**config.mk**
```make
export PLATFORM = sky130hd
export DESIGN_NAME = command_frame_ring_buffer_flat
export DESIGN_NICKNAME = d
export VERILOG_FILES = /design/src/hdl/cfrb_pkg.sv /design/src/hdl/cfrb_if.sv /design/src/hdl/command_frame_ring_buffer.sv /design/src/hdl/cfrb_ram.sv /design/src/hdl/cfrb_ctrl.sv /design/src/flat_wrapper.sv
export SDC_FILE = /design/constraint.sdc
export NUM_CORES = 2
export LEC_CHECK = 0
export ABC_AREA = 1
export BUFFER_PORTS_ARGS = -buffer_cell sky130_fd_sc_hd__buf_4
export CAP_MARGIN = 40
export CORE_MARGIN = 4
export CORE_UTILIZATION = 65
export DETAILED_ROUTE_END_ITERATION = 6
export PLACE_DENSITY = 0.81
export SLEW_MARGIN = 40
export SYNTH_ARGS = -nofsm -noshare
export SYNTH_HDL_FRONTEND = slang
export SYNTH_SLANG_ARGS = --single-unit
```
**constraint.sdc**
```tcl
create_clock -name clk_i -period 9.4 [get_ports clk_i]
set_input_delay 0.94 -clock clk_i [delete_from_list [all_inputs] [get_ports clk_i]]
set_output_delay 0.94 -clock clk_i [all_outputs]
set_load 0.01 [all_outputs]
```
**src/hdl/cfrb_pkg.sv**
```systemverilog
// Shared constants, codes and types of the command frame ring buffer.
package cfrb_pkg;

  localparam int RING_DEPTH   = 256;
  localparam int PTR_W        = $clog2(RING_DEPTH);
  localparam int MAX_CMD_LEN  = 32;
  localparam int LEN_W        = $clog2(MAX_CMD_LEN + 1);
  localparam int CFG_W        = 6;
  localparam int BYTE_W       = 8;
  localparam int REPEAT_LIMIT = 4;
  localparam int REP_W        = $clog2(REPEAT_LIMIT + 1);
  localparam int ARG_CMD_BASE = 128;

  typedef logic [PTR_W-1:0]  ptr_t;
  typedef logic [LEN_W-1:0]  len_t;
  typedef logic [BYTE_W-1:0] byte_t;
  typedef logic [CFG_W-1:0]  cfg_val_t;

  typedef enum logic [1:0] {
    CMD_PUSH  = 2'd0,
    CMD_POP   = 2'd1,
    CMD_CLEAR = 2'd2
  } cmd_e;

  typedef enum logic [1:0] {
    ST_DATA  = 2'd0,
    ST_EMPTY = 2'd1,
    ST_DROP  = 2'd2
  } status_e;

  typedef enum logic [0:0] {
    REG_FIND_LEN = 1'b0,
    REG_JUMP_LEN = 1'b1
  } cfg_reg_e;

  // Clamped command lengths handed to the controller.
  typedef struct packed {
    len_t find_len;
    len_t jump_len;
  } cfg_t;

endpackage

```
**src/hdl/cfrb_if.sv**
```systemverilog
// Valid/ready channel interfaces: input items, result items, register writes.
interface cfrb_in_if;
  logic                valid;
  logic                ready;
  logic [1:0]          command;
  cfrb_pkg::byte_t     rx_byte;
  logic                end_of_chunk;
  logic                new_drain;

  modport source (output valid, command, rx_byte, end_of_chunk, new_drain, input ready);
  modport sink   (input valid, command, rx_byte, end_of_chunk, new_drain, output ready);
endinterface

interface cfrb_out_if;
  logic                valid;
  logic                ready;
  cfrb_pkg::byte_t     out_byte;
  logic [1:0]          status;
  logic                last;

  modport source (output valid, out_byte, status, last, input ready);
  modport sink   (input valid, out_byte, status, last, output ready);
endinterface

interface cfrb_cfg_if;
  logic                  valid;
  logic                  ready;
  cfrb_pkg::cfg_reg_e    index;
  cfrb_pkg::cfg_val_t    data;

  modport source (output valid, index, data, input ready);
  modport sink   (input valid, index, data, output ready);
endinterface

```
**src/hdl/command_frame_ring_buffer.sv**
```systemverilog
// Top level of the command frame ring buffer: length registers, store and controller.
//
// Byte ring buffer that only lets whole commands through to the reader. Push
// and clear items may follow back to back; a push is one write into the store.
// A pop fetches the command byte through the store's registered read port,
// decodes it and then returns one result per cycle while the result side
// accepts them; no further item is taken until the pop has ended, be it with
// data bytes, an empty result or a dropped repeat. Each returned byte is one
// read of the store. Results sit in an output register, so a push may be
// taken while the last result still waits. The store is not cleared after
// reset and needs no start-up pass. Command lengths of zero read as 1 and
// lengths above the maximum read as the maximum; a pop never reads past the
// last committed byte. Write the length registers only while the block is
// idle.
module command_frame_ring_buffer (
  input  logic          clk_i,
  input  logic          rst_ni,
  cfrb_in_if.sink       in_ch,
  cfrb_out_if.source    out_ch,
  cfrb_cfg_if.sink      cfg_ch
);
  import cfrb_pkg::*;

  localparam int CMP_W = (CFG_W > LEN_W) ? CFG_W : LEN_W;

  // Map a raw register value onto the legal length range.
  function automatic len_t clamp_len(cfg_val_t v);
    logic [CMP_W-1:0] ext;
    ext = CMP_W'(v);
    if (ext == '0) begin
      return len_t'(1);
    end else if (ext > CMP_W'(MAX_CMD_LEN)) begin
      return len_t'(MAX_CMD_LEN);
    end
    return len_t'(ext);
  endfunction

  cfg_val_t find_len_q, jump_len_q;
  cfg_t     cfg;

  logic     ram_we;
  ptr_t     ram_waddr;
  byte_t    ram_wdata;
  logic     ram_re;
  ptr_t     ram_raddr;
  byte_t    ram_rdata;

  // Register writes are always taken.
  assign cfg_ch.ready = 1'b1;

  always_ff @(posedge clk_i or negedge rst_ni) begin
    if (!rst_ni) begin
      find_len_q <= CFG_W'(1);
      jump_len_q <= CFG_W'(1);
    end else if (cfg_ch.valid) begin
      unique case (cfg_ch.index)
        REG_FIND_LEN: find_len_q <= cfg_ch.data;
        REG_JUMP_LEN: jump_len_q <= cfg_ch.data;
        default: begin
        end
      endcase
    end
  end

  // Clamp once here; the controller sees legal lengths only.
  assign cfg.find_len = clamp_len(find_len_q);
  assign cfg.jump_len = clamp_len(jump_len_q);

  cfrb_ram #(
    .WIDTH (BYTE_W),
    .DEPTH (RING_DEPTH)
  ) u_store (
    .clk_i   (clk_i),
    .we_i    (ram_we),
    .waddr_i (ram_waddr),
    .wdata_i (ram_wdata),
    .re_i    (ram_re),
    .raddr_i (ram_raddr),
    .rdata_o (ram_rdata)
  );

  cfrb_ctrl u_ctrl (
    .clk_i       (clk_i),
    .rst_ni      (rst_ni),
    .in_ch       (in_ch),
    .out_ch      (out_ch),
    .cfg_i       (cfg),
    .ram_we_o    (ram_we),
    .ram_waddr_o (ram_waddr),
    .ram_wdata_o (ram_wdata),
    .ram_re_o    (ram_re),
    .ram_raddr_o (ram_raddr),
    .ram_rdata_i (ram_rdata)
  );

  // A store write only ever comes from an accepted push item.
  assert property (@(posedge clk_i) disable iff (!rst_ni)
    ram_we |-> (in_ch.valid && in_ch.ready && in_ch.command == CMD_PUSH))
    else $error("store written without an accepted push");

  // The store's two ports are never busy in the same cycle.
  assert property (@(posedge clk_i) disable iff (!rst_ni)
    !(ram_we && ram_re))
    else $error("store read and write in the same cycle");

  // Once a pop is taken, hold off further items until it has finished.
  assert property (@(posedge clk_i) disable iff (!rst_ni)
    (in_ch.valid && in_ch.ready && in_ch.command == CMD_POP) |=> !in_ch.ready)
    else $error("item taken while a pop is in progress");

  // Hold the pop open while a byte fetched mid-pop is still to be returned.
  assert property (@(posedge clk_i) disable iff (!rst_ni)
    (ram_re && !in_ch.ready) |=> !in_ch.ready)
    else $error("pop ended in the cycle after a byte fetch");

endmodule

```
**src/hdl/cfrb_ram.sv**
```systemverilog
// Generic single-clock RAM: one write port, one read port, registered read.
module cfrb_ram #(
  parameter int WIDTH = 8,
  parameter int DEPTH = 256
) (
  input  logic                     clk_i,
  input  logic                     we_i,
  input  logic [$clog2(DEPTH)-1:0] waddr_i,
  input  logic [WIDTH-1:0]         wdata_i,
  input  logic                     re_i,
  input  logic [$clog2(DEPTH)-1:0] raddr_i,
  output logic [WIDTH-1:0]         rdata_o
);

  logic [WIDTH-1:0] mem_q [DEPTH];

  always_ff @(posedge clk_i) begin
    if (we_i) begin
      mem_q[waddr_i] <= wdata_i;
    end
  end

  // Hold the last read word until the next read.
  always_ff @(posedge clk_i) begin
    if (re_i) begin
      rdata_o <= mem_q[raddr_i];
    end
  end

endmodule

```
**src/hdl/cfrb_ctrl.sv**
```systemverilog
// Pointer, commit and pop sequencing logic around the ring store.
module cfrb_ctrl (
  input  logic             clk_i,
  input  logic             rst_ni,
  cfrb_in_if.sink          in_ch,
  cfrb_out_if.source       out_ch,
  input  cfrb_pkg::cfg_t   cfg_i,
  output logic             ram_we_o,
  output cfrb_pkg::ptr_t   ram_waddr_o,
  output cfrb_pkg::byte_t  ram_wdata_o,
  output logic             ram_re_o,
  output cfrb_pkg::ptr_t   ram_raddr_o,
  input  cfrb_pkg::byte_t  ram_rdata_i
);
  import cfrb_pkg::*;

  localparam int SUM_W = ((PTR_W > LEN_W) ? PTR_W : LEN_W) + 1;

  typedef enum logic [4:0] {
    S_IDLE  = 5'b00001,
    S_EMPTY = 5'b00010,
    S_HEAD  = 5'b00100,
    S_DATA  = 5'b01000,
    S_DROP  = 5'b10000
  } state_e;

  function automatic len_t cmd_len(byte_t b, cfg_t c);
    if (b == BYTE_W'(ARG_CMD_BASE)) begin
      return c.find_len;
    end else if (b == BYTE_W'(ARG_CMD_BASE + 1)) begin
      return c.jump_len;
    end
    return len_t'(1);
  endfunction

  function automatic ptr_t ptr_inc(ptr_t p);
    return (p == PTR_W'(RING_DEPTH - 1)) ? '0 : ptr_t'(p + 1'b1);
  endfunction

  // Offset below the depth, so one compare and subtract wraps it.
  function automatic ptr_t ptr_add(ptr_t p, len_t n);
    logic [SUM_W-1:0] s;
    s = SUM_W'(p) + SUM_W'(n);
    if (s >= SUM_W'(RING_DEPTH)) begin
      s = s - SUM_W'(RING_DEPTH);
    end
    return ptr_t'(s);
  endfunction

  function automatic ptr_t ptr_dist(ptr_t c, ptr_t r);
    logic [PTR_W:0] d;
    d = {1'b0, c} - {1'b0, r};
    if (c < r) begin
      d = d + (PTR_W+1)'(RING_DEPTH);
    end
    return ptr_t'(d);
  endfunction

  state_e             state_q, state_d;
  ptr_t               rp_q, rp_d, cp_q, cp_d, wp_q, wp_d;
  len_t               pend_q, pend_d, skip_q, skip_d;
  logic               ovf_q, ovf_d;
  byte_t              prev_q, prev_d;
  logic [REP_W-1:0]   rep_q, rep_d;
  len_t               idx_q, idx_d, plen_q, plen_d;
  byte_t              cmd_q, cmd_d;
  logic               out_valid_q, out_valid_d;
  byte_t              out_byte_q, out_byte_d;
  logic [1:0]         out_status_q, out_status_d;
  logic               out_last_q, out_last_d;

  logic               slot_free;
  ptr_t               nxt;
  ptr_t               avail;
  len_t               full_len;
  len_t               idx_inc;
  len_t               pend, skip;
  logic               ovf;
  logic               drop;

  assign in_ch.ready  = (state_q == S_IDLE);
  assign out_ch.valid = out_valid_q;
  assign out_ch.out_byte = out_byte_q;
  assign out_ch.status   = out_status_q;
  assign out_ch.last     = out_last_q;

  assign ram_waddr_o = wp_q;
  assign ram_wdata_o = in_ch.rx_byte;

  always_comb begin
    state_d      = state_q;
    rp_d         = rp_q;
    cp_d         = cp_q;
    wp_d         = wp_q;
    pend_d       = pend_q;
    skip_d       = skip_q;
    ovf_d        = ovf_q;
    prev_d       = prev_q;
    rep_d        = rep_q;
    idx_d        = idx_q;
    plen_d       = plen_q;
    cmd_d        = cmd_q;
    out_valid_d  = out_valid_q && !out_ch.ready;
    out_byte_d   = out_byte_q;
    out_status_d = out_status_q;
    out_last_d   = out_last_q;
    ram_we_o     = 1'b0;
    ram_re_o     = 1'b0;
    ram_raddr_o  = rp_q;
    slot_free    = !out_valid_q || out_ch.ready;
    nxt          = ptr_inc(wp_q);
    avail        = ptr_dist(cp_q, rp_q);
    full_len     = cmd_len(ram_rdata_i, cfg_i);
    idx_inc      = len_t'(idx_q + 1'b1);
    pend         = pend_q;
    skip         = skip_q;
    ovf          = ovf_q;
    drop         = 1'b0;

    unique case (state_q)
      S_IDLE: begin
        if (in_ch.valid) begin
          unique case (in_ch.command)
            CMD_PUSH: begin
              if (!ovf) begin
                if (nxt == rp_q) begin
                  // Store full: roll back the partial command.
                  wp_d = cp_q;
                  skip = pend;
                  pend = '0;
                  ovf  = 1'b1;
                end else begin
                  if (pend == '0 && skip == '0) begin
                    pend = cmd_len(in_ch.rx_byte, cfg_i);
                  end
                  if (skip != '0) begin
                    skip = len_t'(skip - 1'b1);
                  end else begin
                    ram_we_o = 1'b1;
                    wp_d     = nxt;
                    if (pend != '0) begin
                      pend = len_t'(pend - 1'b1);
                    end
                    if (pend == '0) begin
                      cp_d = nxt;
                    end
                  end
                end
              end
              if (ovf) begin
                if (skip != '0) begin
                  skip = len_t'(skip - 1'b1);
                end else begin
                  skip = len_t'(cmd_len(in_ch.rx_byte, cfg_i) - 1'b1);
                end
              end
              if (in_ch.end_of_chunk) begin
                ovf = 1'b0;
              end
              pend_d = pend;
              skip_d = skip;
              ovf_d  = ovf;
            end
            CMD_POP: begin
              if (in_ch.new_drain) begin
                prev_d = '0;
                rep_d  = '0;
              end
              if (rp_q == cp_q) begin
                state_d = S_EMPTY;
              end else begin
                ram_re_o = 1'b1;
                idx_d    = '0;
                state_d  = S_HEAD;
              end
            end
            CMD_CLEAR: begin
              rp_d   = '0;
              cp_d   = '0;
              wp_d   = '0;
              pend_d = '0;
              skip_d = '0;
              ovf_d  = 1'b0;
            end
            default: begin
            end
          endcase
        end
      end
      S_EMPTY: begin
        if (slot_free) begin
          out_valid_d  = 1'b1;
          out_byte_d   = '0;
          out_status_d = ST_EMPTY;
          out_last_d   = 1'b1;
          state_d      = S_IDLE;
        end
      end
      S_HEAD: begin
        cmd_d = ram_rdata_i;
        if (SUM_W'(avail) < SUM_W'(full_len)) begin
          plen_d = len_t'(avail);
        end else begin
          plen_d = full_len;
        end
        if (ram_rdata_i == prev_q) begin
          if (rep_q >= REP_W'(REPEAT_LIMIT)) begin
            drop = 1'b1;
          end else begin
            rep_d = REP_W'(rep_q + 1'b1);
          end
        end else begin
          rep_d  = '0;
          prev_d = ram_rdata_i;
        end
        state_d = drop ? S_DROP : S_DATA;
      end
      S_DATA: begin
        if (slot_free) begin
          out_valid_d  = 1'b1;
          out_byte_d   = ram_rdata_i;
          out_status_d = ST_DATA;
          out_last_d   = (idx_inc == plen_q);
          if (idx_inc == plen_q) begin
            rp_d    = ptr_add(rp_q, plen_q);
            state_d = S_IDLE;
          end else begin
            ram_re_o    = 1'b1;
            ram_raddr_o = ptr_add(rp_q, idx_inc);
            idx_d       = idx_inc;
          end
        end
      end
      S_DROP: begin
        if (slot_free) begin
          out_valid_d  = 1'b1;
          out_byte_d   = cmd_q;
          out_status_d = ST_DROP;
          out_last_d   = 1'b1;
          rp_d         = ptr_add(rp_q, plen_q);
          state_d      = S_IDLE;
        end
      end
      default: begin
        state_d = S_IDLE;
      end
    endcase
  end

  always_ff @(posedge clk_i or negedge rst_ni) begin
    if (!rst_ni) begin
      state_q     <= S_IDLE;
      rp_q        <= '0;
      cp_q        <= '0;
      wp_q        <= '0;
      pend_q      <= '0;
      skip_q      <= '0;
      ovf_q       <= 1'b0;
      prev_q      <= '0;
      rep_q       <= '0;
      idx_q       <= '0;
      out_valid_q <= 1'b0;
    end else begin
      state_q     <= state_d;
      rp_q        <= rp_d;
      cp_q        <= cp_d;
      wp_q        <= wp_d;
      pend_q      <= pend_d;
      skip_q      <= skip_d;
      ovf_q       <= ovf_d;
      prev_q      <= prev_d;
      rep_q       <= rep_d;
      idx_q       <= idx_d;
      out_valid_q <= out_valid_d;
    end
  end

  always_ff @(posedge clk_i) begin
    plen_q       <= plen_d;
    cmd_q        <= cmd_d;
    out_byte_q   <= out_byte_d;
    out_status_q <= out_status_d;
    out_last_q   <= out_last_d;
  end

endmodule
```
**src/flat_wrapper.sv**
```systemverilog
// flat-port wrapper written by rule: the top's interface ports become plain ports
module command_frame_ring_buffer_flat import cfrb_pkg::*;
  (clk_i, rst_ni, in_ch_valid, in_ch_command, in_ch_rx_byte, in_ch_end_of_chunk, in_ch_new_drain, in_ch_ready, out_ch_valid, out_ch_out_byte, out_ch_status, out_ch_last, out_ch_ready, cfg_ch_valid, cfg_ch_index, cfg_ch_data, cfg_ch_ready);
  cfrb_in_if in_ch_i ();
  cfrb_out_if out_ch_i ();
  cfrb_cfg_if cfg_ch_i ();
  input  logic clk_i;
  input  logic rst_ni;
  input wire logic [$bits(in_ch_i.valid)-1:0] in_ch_valid;
  input wire logic [$bits(in_ch_i.command)-1:0] in_ch_command;
  input wire logic [$bits(in_ch_i.rx_byte)-1:0] in_ch_rx_byte;
  input wire logic [$bits(in_ch_i.end_of_chunk)-1:0] in_ch_end_of_chunk;
  input wire logic [$bits(in_ch_i.new_drain)-1:0] in_ch_new_drain;
  output wire logic [$bits(in_ch_i.ready)-1:0] in_ch_ready;
  output wire logic [$bits(out_ch_i.valid)-1:0] out_ch_valid;
  output wire logic [$bits(out_ch_i.out_byte)-1:0] out_ch_out_byte;
  output wire logic [$bits(out_ch_i.status)-1:0] out_ch_status;
  output wire logic [$bits(out_ch_i.last)-1:0] out_ch_last;
  input wire logic [$bits(out_ch_i.ready)-1:0] out_ch_ready;
  input wire logic [$bits(cfg_ch_i.valid)-1:0] cfg_ch_valid;
  input wire logic [$bits(cfg_ch_i.index)-1:0] cfg_ch_index;
  input wire logic [$bits(cfg_ch_i.data)-1:0] cfg_ch_data;
  output wire logic [$bits(cfg_ch_i.ready)-1:0] cfg_ch_ready;
  assign in_ch_i.valid = in_ch_valid;
  assign in_ch_i.command = in_ch_command;
  assign in_ch_i.rx_byte = in_ch_rx_byte;
  assign in_ch_i.end_of_chunk = in_ch_end_of_chunk;
  assign in_ch_i.new_drain = in_ch_new_drain;
  assign in_ch_ready = in_ch_i.ready;
  assign out_ch_valid = out_ch_i.valid;
  assign out_ch_out_byte = out_ch_i.out_byte;
  assign out_ch_status = out_ch_i.status;
  assign out_ch_last = out_ch_i.last;
  assign out_ch_i.ready = out_ch_ready;
  assign cfg_ch_i.valid = cfg_ch_valid;
  assign cfg_ch_i.index = cfg_ch_index;
  assign cfg_ch_i.data = cfg_ch_data;
  assign cfg_ch_ready = cfg_ch_i.ready;
  command_frame_ring_buffer u_core (.clk_i(clk_i), .rst_ni(rst_ni), .in_ch(in_ch_i), .out_ch(out_ch_i), .cfg_ch(cfg_ch_i));
endmodule
```
Word-level counts from Yosys, hierarchy flattened
Memory sizes are Yosys's and may differ from the RTL's. A register that Yosys moved wholly into a read port is not among the register bits.
Index checks and enable logic that the tools add are counted.
- memories: 1
- bits in registers: 97
- bits of input ports: 24
- memory bits (writable): 2048
- logic and storage cells: 257
- reduce and logical (&&, ||, !) cells: 35
- add/sub/neg operators: 13
- magnitude comparators: 7
- bitwise operators: 1
- equal/unequal tests: 34
- mux-type cells: 148
- memory list (name ; depth ; bits a word ; rd ports ; clocked after memory_dff ; wr ports ; RTL line ; source):
    u_core.u_store.mem_q ; 256 ; 8 ; 1 ; 1 ; 1 ; cfrb_ram.sv:15 ; logic [WIDTH-1:0] mem_q [DEPTH];
- operator list (cell ; count):
    6-bit two-way mux ; 48
    8-bit two-way mux ; 26
    8-bit case mux with 2 select lines ; 3
    8-bit case mux with 3 select lines ; 2
    1-bit two-way mux ; 45
    8-bit equality test, second input constant ; 5
    6-bit case mux with 2 select lines ; 3
    6-bit logical NOT ; 5
    5-bit two-way mux ; 6
    2-bit inequality test, second input constant ; 13
    8-bit equality test ; 3
    6-bit by 1-bit subtractor with 6-bit output, second input constant ; 4
    5-bit case mux with 4 select lines ; 1
    5-bit AND reduction ; 4
    8-bit by 6-bit adder with 9-bit output ; 2
    9-bit greater-or-equal comparator, second input constant ; 2
    3-bit two-way mux ; 6
    6-bit nonzero test ; 3
    8-bit by 1-bit adder with 8-bit output, second input constant ; 2
    8-bit by 1-bit subtractor with 8-bit output, second input constant ; 2
    6-bit > comparator, second input constant ; 2
    6-bit AND reduction ; 2
    8-bit by 6-bit < comparator with 1-bit output ; 1
    8-bit < comparator ; 1
    31 further kinds ; 47

Depth between registers and ports, before layout
- depth after elaboration: 30
- gate-level depth with buffers: 24
- gate-level depth less buffers: 23

Hierarchy
A second synthesis with hierarchy kept.
- cells, all modules: 7927
- area, all modules: 90342.9 µm²
- modules (own cells, without submodules) (module ; cells an instance ; area each (µm²) ; instances ; sequential area each (µm²)):
    cfrb_ram ; 7003 ; 83476.3 ; 1 ; 61739.2
    cfrb_ctrl ; 838 ; 6243.5 ; 1 ; 2253.4
    command_frame_ring_buffer ; 86 ; 623.1 ; 1 ; 302.8

Worst setup path after synthesis
No wires, ideal clock.
- path type: input to register
- from: input port in_ch_rx_byte[1]
- to: register u_core.u_ctrl.cp_q[0]
- stages on the path: 18
- buffers on the path: 1
- arrival: 3230 ps
- required time: 9278 ps
- library setup time: 122 ps
- setup slack: 6049 ps
- path through: nor3_1 > nand2_1 > a21oi_1 > inv_1 > o21ai_0 > nand2_1 > a21oi_1 > ha_1 > nand4_1 > o21ai_0 > nand2_1 > nor2_1 > nand3_1 > nand2_1 > nand2_1 > buf_4 > nand2_1 > o21ai_1
- cells in the longest elaborated chain, start to end: 27
- ends and longest elaborated chain (element ; RTL line ; source):
    start, declared ; flat_wrapper.sv:11 ; input wire logic [$bits(in_ch_i.rx_byte)-1:0] in_ch_rx_byte;
    8-bit equality test ; cfrb_ctrl.sv:30 ; end else if (b == BYTE_W'(ARG_CMD_BASE + 1)) begin
    1-bit two-way mux ; cfrb_ctrl.sv:30 ;
    1-bit two-way mux ; cfrb_ctrl.sv:28 ; if (b == BYTE_W'(ARG_CMD_BASE)) begin
    1-bit two-way mux ; cfrb_ctrl.sv:133 ; if (pend == '0 && skip == '0) begin
    1-bit two-way mux ; cfrb_ctrl.sv:126 ; if (nxt == rp_q) begin
    1-bit two-way mux ; cfrb_ctrl.sv:125 ; if (!ovf) begin
    1-bit two-way mux ; cfrb_ctrl.sv:123 ; unique case (in_ch.command)
    1-bit two-way mux ; cfrb_ctrl.sv:122 ; if (in_ch.valid) begin
    [11 not listed] ; n/a ;
    6-bit two-way mux * ; cfrb_ctrl.sv:126 ;
    6-bit two-way mux * ; cfrb_ctrl.sv:125 ;
    6-bit two-way mux * ; cfrb_ctrl.sv:123 ;
    6-bit two-way mux * ; cfrb_ctrl.sv:122 ;
    6-bit two-way mux * ; cfrb_ctrl.sv:120 ; unique case (state_q)
    6-bit logical NOT * ; cfrb_ctrl.sv:144 ; if (pend == '0) begin
    2-bit inequality test (no source line) * ; n/a ;
    7-bit AND reduction (no source line) * ; n/a ;
    end signal, assigned ; cfrb_ctrl.sv:266 ; cp_q <= cp_d;
    end, declared ; cfrb_ctrl.sv:60 ; ptr_t rp_q, rp_d, cp_q, cp_d, wp_q, wp_d;
Mark *: on every way between the ends. The rest lies on a longest branch, timed or not. The select of a mux whose other input is x is not followed.
A chain may end at the register's enable or synchronous reset.

Worst setup path in the final report
- from: register u_core.u_ctrl.idx_q[0]
- to: register u_core.u_store.rdata_o[2] (read register of u_core.u_store.mem_q), data pin
- cells in the longest elaborated chain, start to end: 7
- ends and longest elaborated chain (element ; RTL line ; source):
    start, declared ; cfrb_ctrl.sv:65 ; len_t idx_q, idx_d, plen_q, plen_d;
    start signal, assigned ; cfrb_ctrl.sv:273 ; idx_q <= idx_d;
    6-bit by 1-bit adder with 6-bit output * ; cfrb_ctrl.sv:114 ; idx_inc = len_t'(idx_q + 1'b1);
    8-bit by 6-bit adder with 9-bit output ; cfrb_ctrl.sv:43 ; s = SUM_W'(p) + SUM_W'(n);
    8-bit by 1-bit subtractor with 8-bit output or 9-bit greater-or-equal comparator (tied branches) ; cfrb_ctrl.sv:45, cfrb_ctrl.sv:44 ;
    8-bit two-way mux ; cfrb_ctrl.sv:44 ; if (s >= SUM_W'(RING_DEPTH)) begin
    8-bit two-way mux ; cfrb_ctrl.sv:224 ; if (idx_inc == plen_q) begin
    8-bit two-way mux ; cfrb_ctrl.sv:219 ; if (slot_free) begin
    8-bit two-way mux ; cfrb_ctrl.sv:120 ;
    end, declared ; cfrb_ram.sv:12 ; output logic [WIDTH-1:0] rdata_o
Mark *: on every way between the ends. The rest lies on a longest branch, timed or not.

==> impl_results.md <==
* Pleak at 42.73 nW
* Worst slew pin tran at 0.9303 ns
* Endpoints failing hold at 0
* Core area at 146100 um2
* Max Clock Freq at 168.2 MHz
* Sequential Power Share at 0.359
* Clk sink count at 2153
* Detailed Routing Iterations Pass 1 at 7
* Syn-to-layout area delta at 8.545%
* Routed len/inst at 22.61 um
* Tightest Hold Check Type: input pin to asynchronous set/reset pin
* Reg-to-reg critical path startpoint: u_core.u_ctrl.idx_q[0]
* Final nets at 9284
* RSZ-0062 raised after global routing: no
* CP Launch Point: u_core.u_ctrl.idx_q[0]
* Net switching power at 0.01216 W
* Num ports at 38
* Req. time, crit path at 9.99 ns
* Postcts setup bufs at 0
* Longest Clk Path Bufs at 3
* Pin count of the biggest net entering global routing at 207
* Fin crit period at 5.944 ns
* Period utilisation layout at 0.6323
* CP arrival at 6.54 ns
* # fillers at 9769
* Die Span X at 392.2 um
* CTS tree: done
* DR iter-0 viols at 10730
* Worst slew margin at 0.3798
* Worst reg-to-reg setup slack at 3.46 ns
* Final Util at 0.7130
* Avg Cell Area, Syn at 10.23 um2
* Async SR Flop Fraction at 0.03344
* Rows at 140
* Setup Skew at 0.02853 ns
* Area taken by multi-input logic gates at 23650 um2
* Post-synth cell types at 53
* Crit end category: register
* Hold-fix buffer count after cts at 0
* Drt total wl at 255900 um
* Ys flop type: edfxtp_1
* Number of synthesized flops with an enable pin at 2081
* Initial antenna violation count at 6
* Cells after Synth at 9378
* Die ar. at 153800 um2
* Global-route wire length before repair at 388400 um
* Net Count, Synth at 9438
* Setup WS pre-CTS at 3.743 ns
* Number of buffers created by CTS at 206
* Maximum vdd ir drop at 0.2880 mV
* Fin Setup TNS at 0 ns
* FF+latch count, synth at 2153
* Worst-path fanout max at 60
* Via count at 68850
* Status: completed
* Clock transition at path regs at 0.06 ns
* Pwr per Cell Area at 292.8 nW/um2
* Setup crit start kind: register
* Layout cells sized above 1 at 0.05514
* Vias in the first global route at 66620
* Slew Limit Fails at 0
* Max_cap viols at 0
* Combinational share of power at 0.377
* Die Ht at 392.2 um
* Overflow after GRT at 0
* Syn Std Cell Area at 95960 um2
* ANT nets after route at 0
* H-Tree Depth at 4
* Setup Crit Path Kind: register to register
* Clk root buf: clkbuf_16
* Seq/Total Area, Yosys at 0.6701
* # DRC at 0
* Seq. cell area at 64300 um2
* Clock latency reported for the late side of the worst-skew pair at 0.85 ns
* Starting Density at 0.6568
* Final setup violation count at 0
* Placer Congestion at 0.9114
* Post-route setup slack at 3.456 ns
* CTS resizes at 0
* GRT Overall Usage at 0.3326
* HPWL after DPL at 145000 um
* Vias per inst at 6.085
* Clk pwr share at 0.264
* Ys Warns at 0
* Net Sw Frac at 0.3988
* Int Pwr at 0.01833 W
* Port bufs at 36
-- layer usage --
layer / up-vias / part of all wire / global-route usage
li1: 30550 / - / -
met1: 32570 / 0.35 / 0.4409
met2: 4862 / 0.46 / 0.5222
met3: 866 / 0.13 / 0.07409
met4: 2 / 0.058 / 0.1720
met5: - / 0.000047 / 0
-- through the flow --
stage / hold slack [ns] / power [W] / std cells / instance area [um2]
after floorplan: 0.4530 / 0.01866 / 9378 / 95960
after global placement: 0.4711 / 0.02182 / 10920 / 97160
after detailed placement: 0.4729 / 0.02212 / 10930 / 97420
after CTS: 0.1130 / 0.03010 / 11310 / 103900
after global routing: 0.1675 / 0.03175 / 11310 / 104200
final: 0.1207 / 0.03049 / 11310 / 104200
-- area by class of cell --
cell class | count | area share
Sequential cell | 2153 | 0.6173
Multi-Input combinational cell | 5186 | 0.2271
Inverter | 1538 | 0.05562
Clock buffer | 265 | 0.05313
Tap cell | 1917 | 0.02303
Timing Repair Buffer | 139 | 0.01449
Clock inverter | 114 | 0.009286
Antenna cell | 2 | 0.00004805
-- worst paths after layout --
| path | cells past startpoint | end |
|---|---|---|
| worst max register to register | 22 | u_core.u_store.rdata_o[2] |
| min in group clk_i | 2 | u_core.u_ctrl.ovf_q |
| worst min register to register | 2 | u_core.jump_len_q[4] |
| max in group asynchronous | 1 | u_core.u_ctrl.skip_q[0] |
| worst min-delay path | 1 | u_core.u_ctrl.prev_q[7] |
| worst max-delay path | 22 | u_core.u_store.rdata_o[2] |
-- worst max-delay path: stages, from the launching register on --
cell,delay (ns)
dfrtp_1,0.46
ha_1,0.39
inv_1,0.10
nand2_1,0.07
nand2_1,0.05
nor2_1,0.09
nand3_1,0.08
nor2_1,0.12
nand3_2,0.14
nand3_2,0.29
nand2_2,0.43
nand2_4,0.66
buf_4,0.65
buf_4,0.59
nand2_1,0.11
nand3_1,0.11
nand3_1,0.09
nand3_1,0.12
nand3_1,0.18
nand3_1,0.18
nand3_1,0.26
nand3_1,0.32
nand2_1,0.08
-- power by group through the flow --
| stage | Combinational (W) | Sequential, W | Clock (W) |
|---|---|---|---|
| CTS | 0.0111 | 0.0109 | 0.00807 |
| finish | 0.0115 | 0.0109 | 0.00806 |
| global placement | 0.0107 | 0.0111 | 0 |
| floorplan | 0.00763 | 0.0110 | 0 |
| global route | 0.0123 | 0.0109 | 0.00850 |
| detailed placement | 0.0110 | 0.0111 | 0 |
-- cells in the final DEF (no fill, tap or decap), types with 69 or more instances in the layout --
cell type  Yosys  routed
o211ai_1      94      94
clkbuf_16      0     212
dfrtp_1       69      69
buf_4         48      93
nor2_1       318     289
nand3_1     1771    1762
nand2_1     2640    2629
edfxtp_1    2081    2081
inv_1       1520    1519
-- sequential cells by signal, indices dropped and copies added, names as in the netlist, 2 cells and up --
signal and count:
u_core.u_store.mem_q 2048, u_core.u_ctrl.cmd_q 8, u_core.u_ctrl.cp_q 8, u_core.u_ctrl.out_ch.out_byte 8
u_core.u_ctrl.prev_q 8, u_core.u_ctrl.ram_waddr_o 8, u_core.u_ctrl.rp_q 8, u_core.u_store.rdata_o 8
u_core.find_len_q 6, u_core.jump_len_q 6, u_core.u_ctrl.idx_q 6, u_core.u_ctrl.pend_q 6
u_core.u_ctrl.plen_q 6, u_core.u_ctrl.skip_q 6, u_core.u_ctrl.state_q 5, u_core.u_ctrl.rep_q 3
u_core.u_ctrl.out_ch.status 2
-- cell families (layout without fill, tap and decap cells) --
logic type / after synthesis / after routing / share of synthesized area
AO/OA/AOI/OAI: 258 / 258 / 0.01700
AND/OR/NAND/NOR: 4854 / 4854 / 0.2181
buffers and inverters: 2039 / 2056 / 0.08637
other: 1 / 3 / 0.00003908
flip-flops: 2153 / 2153 / 0.6701
adder cells (fa/ha/maj): 36 / 36 / 0.004929
XOR/XNOR: 37 / 37 / 0.003521
-- synth_stat cells (all sizes together) (2+ instances only) --
cell type,number,area share
nand2,2644,0.10
edfxtp,2081,0.65
nand3,1780,0.093
inv,1536,0.060
buf,420,0.023
nor2,327,0.013
o211ai,94,0.0074
clkbuf,81,0.0032
o21ai,74,0.0040
dfrtp,69,0.018
nand3b,60,0.0047
a21oi,43,0.0022
ha,33,0.0043
xor2,31,0.0028
o22ai,21,0.0014
nand4,20,0.0013
nor3,9,0.00070
o31ai,9,0.00070
nor4,7,0.00061
o21bai,5,0.00039
or2,5,0.00033
xnor2,5,0.00046
a31oi,3,0.00020
dfstp,3,0.00082
fa,3,0.00063
a22oi,2,0.00016
a311oi,2,0.00018
clkinv,2,0.000078
Note: power is estimated with default switching activity, not from simulation.
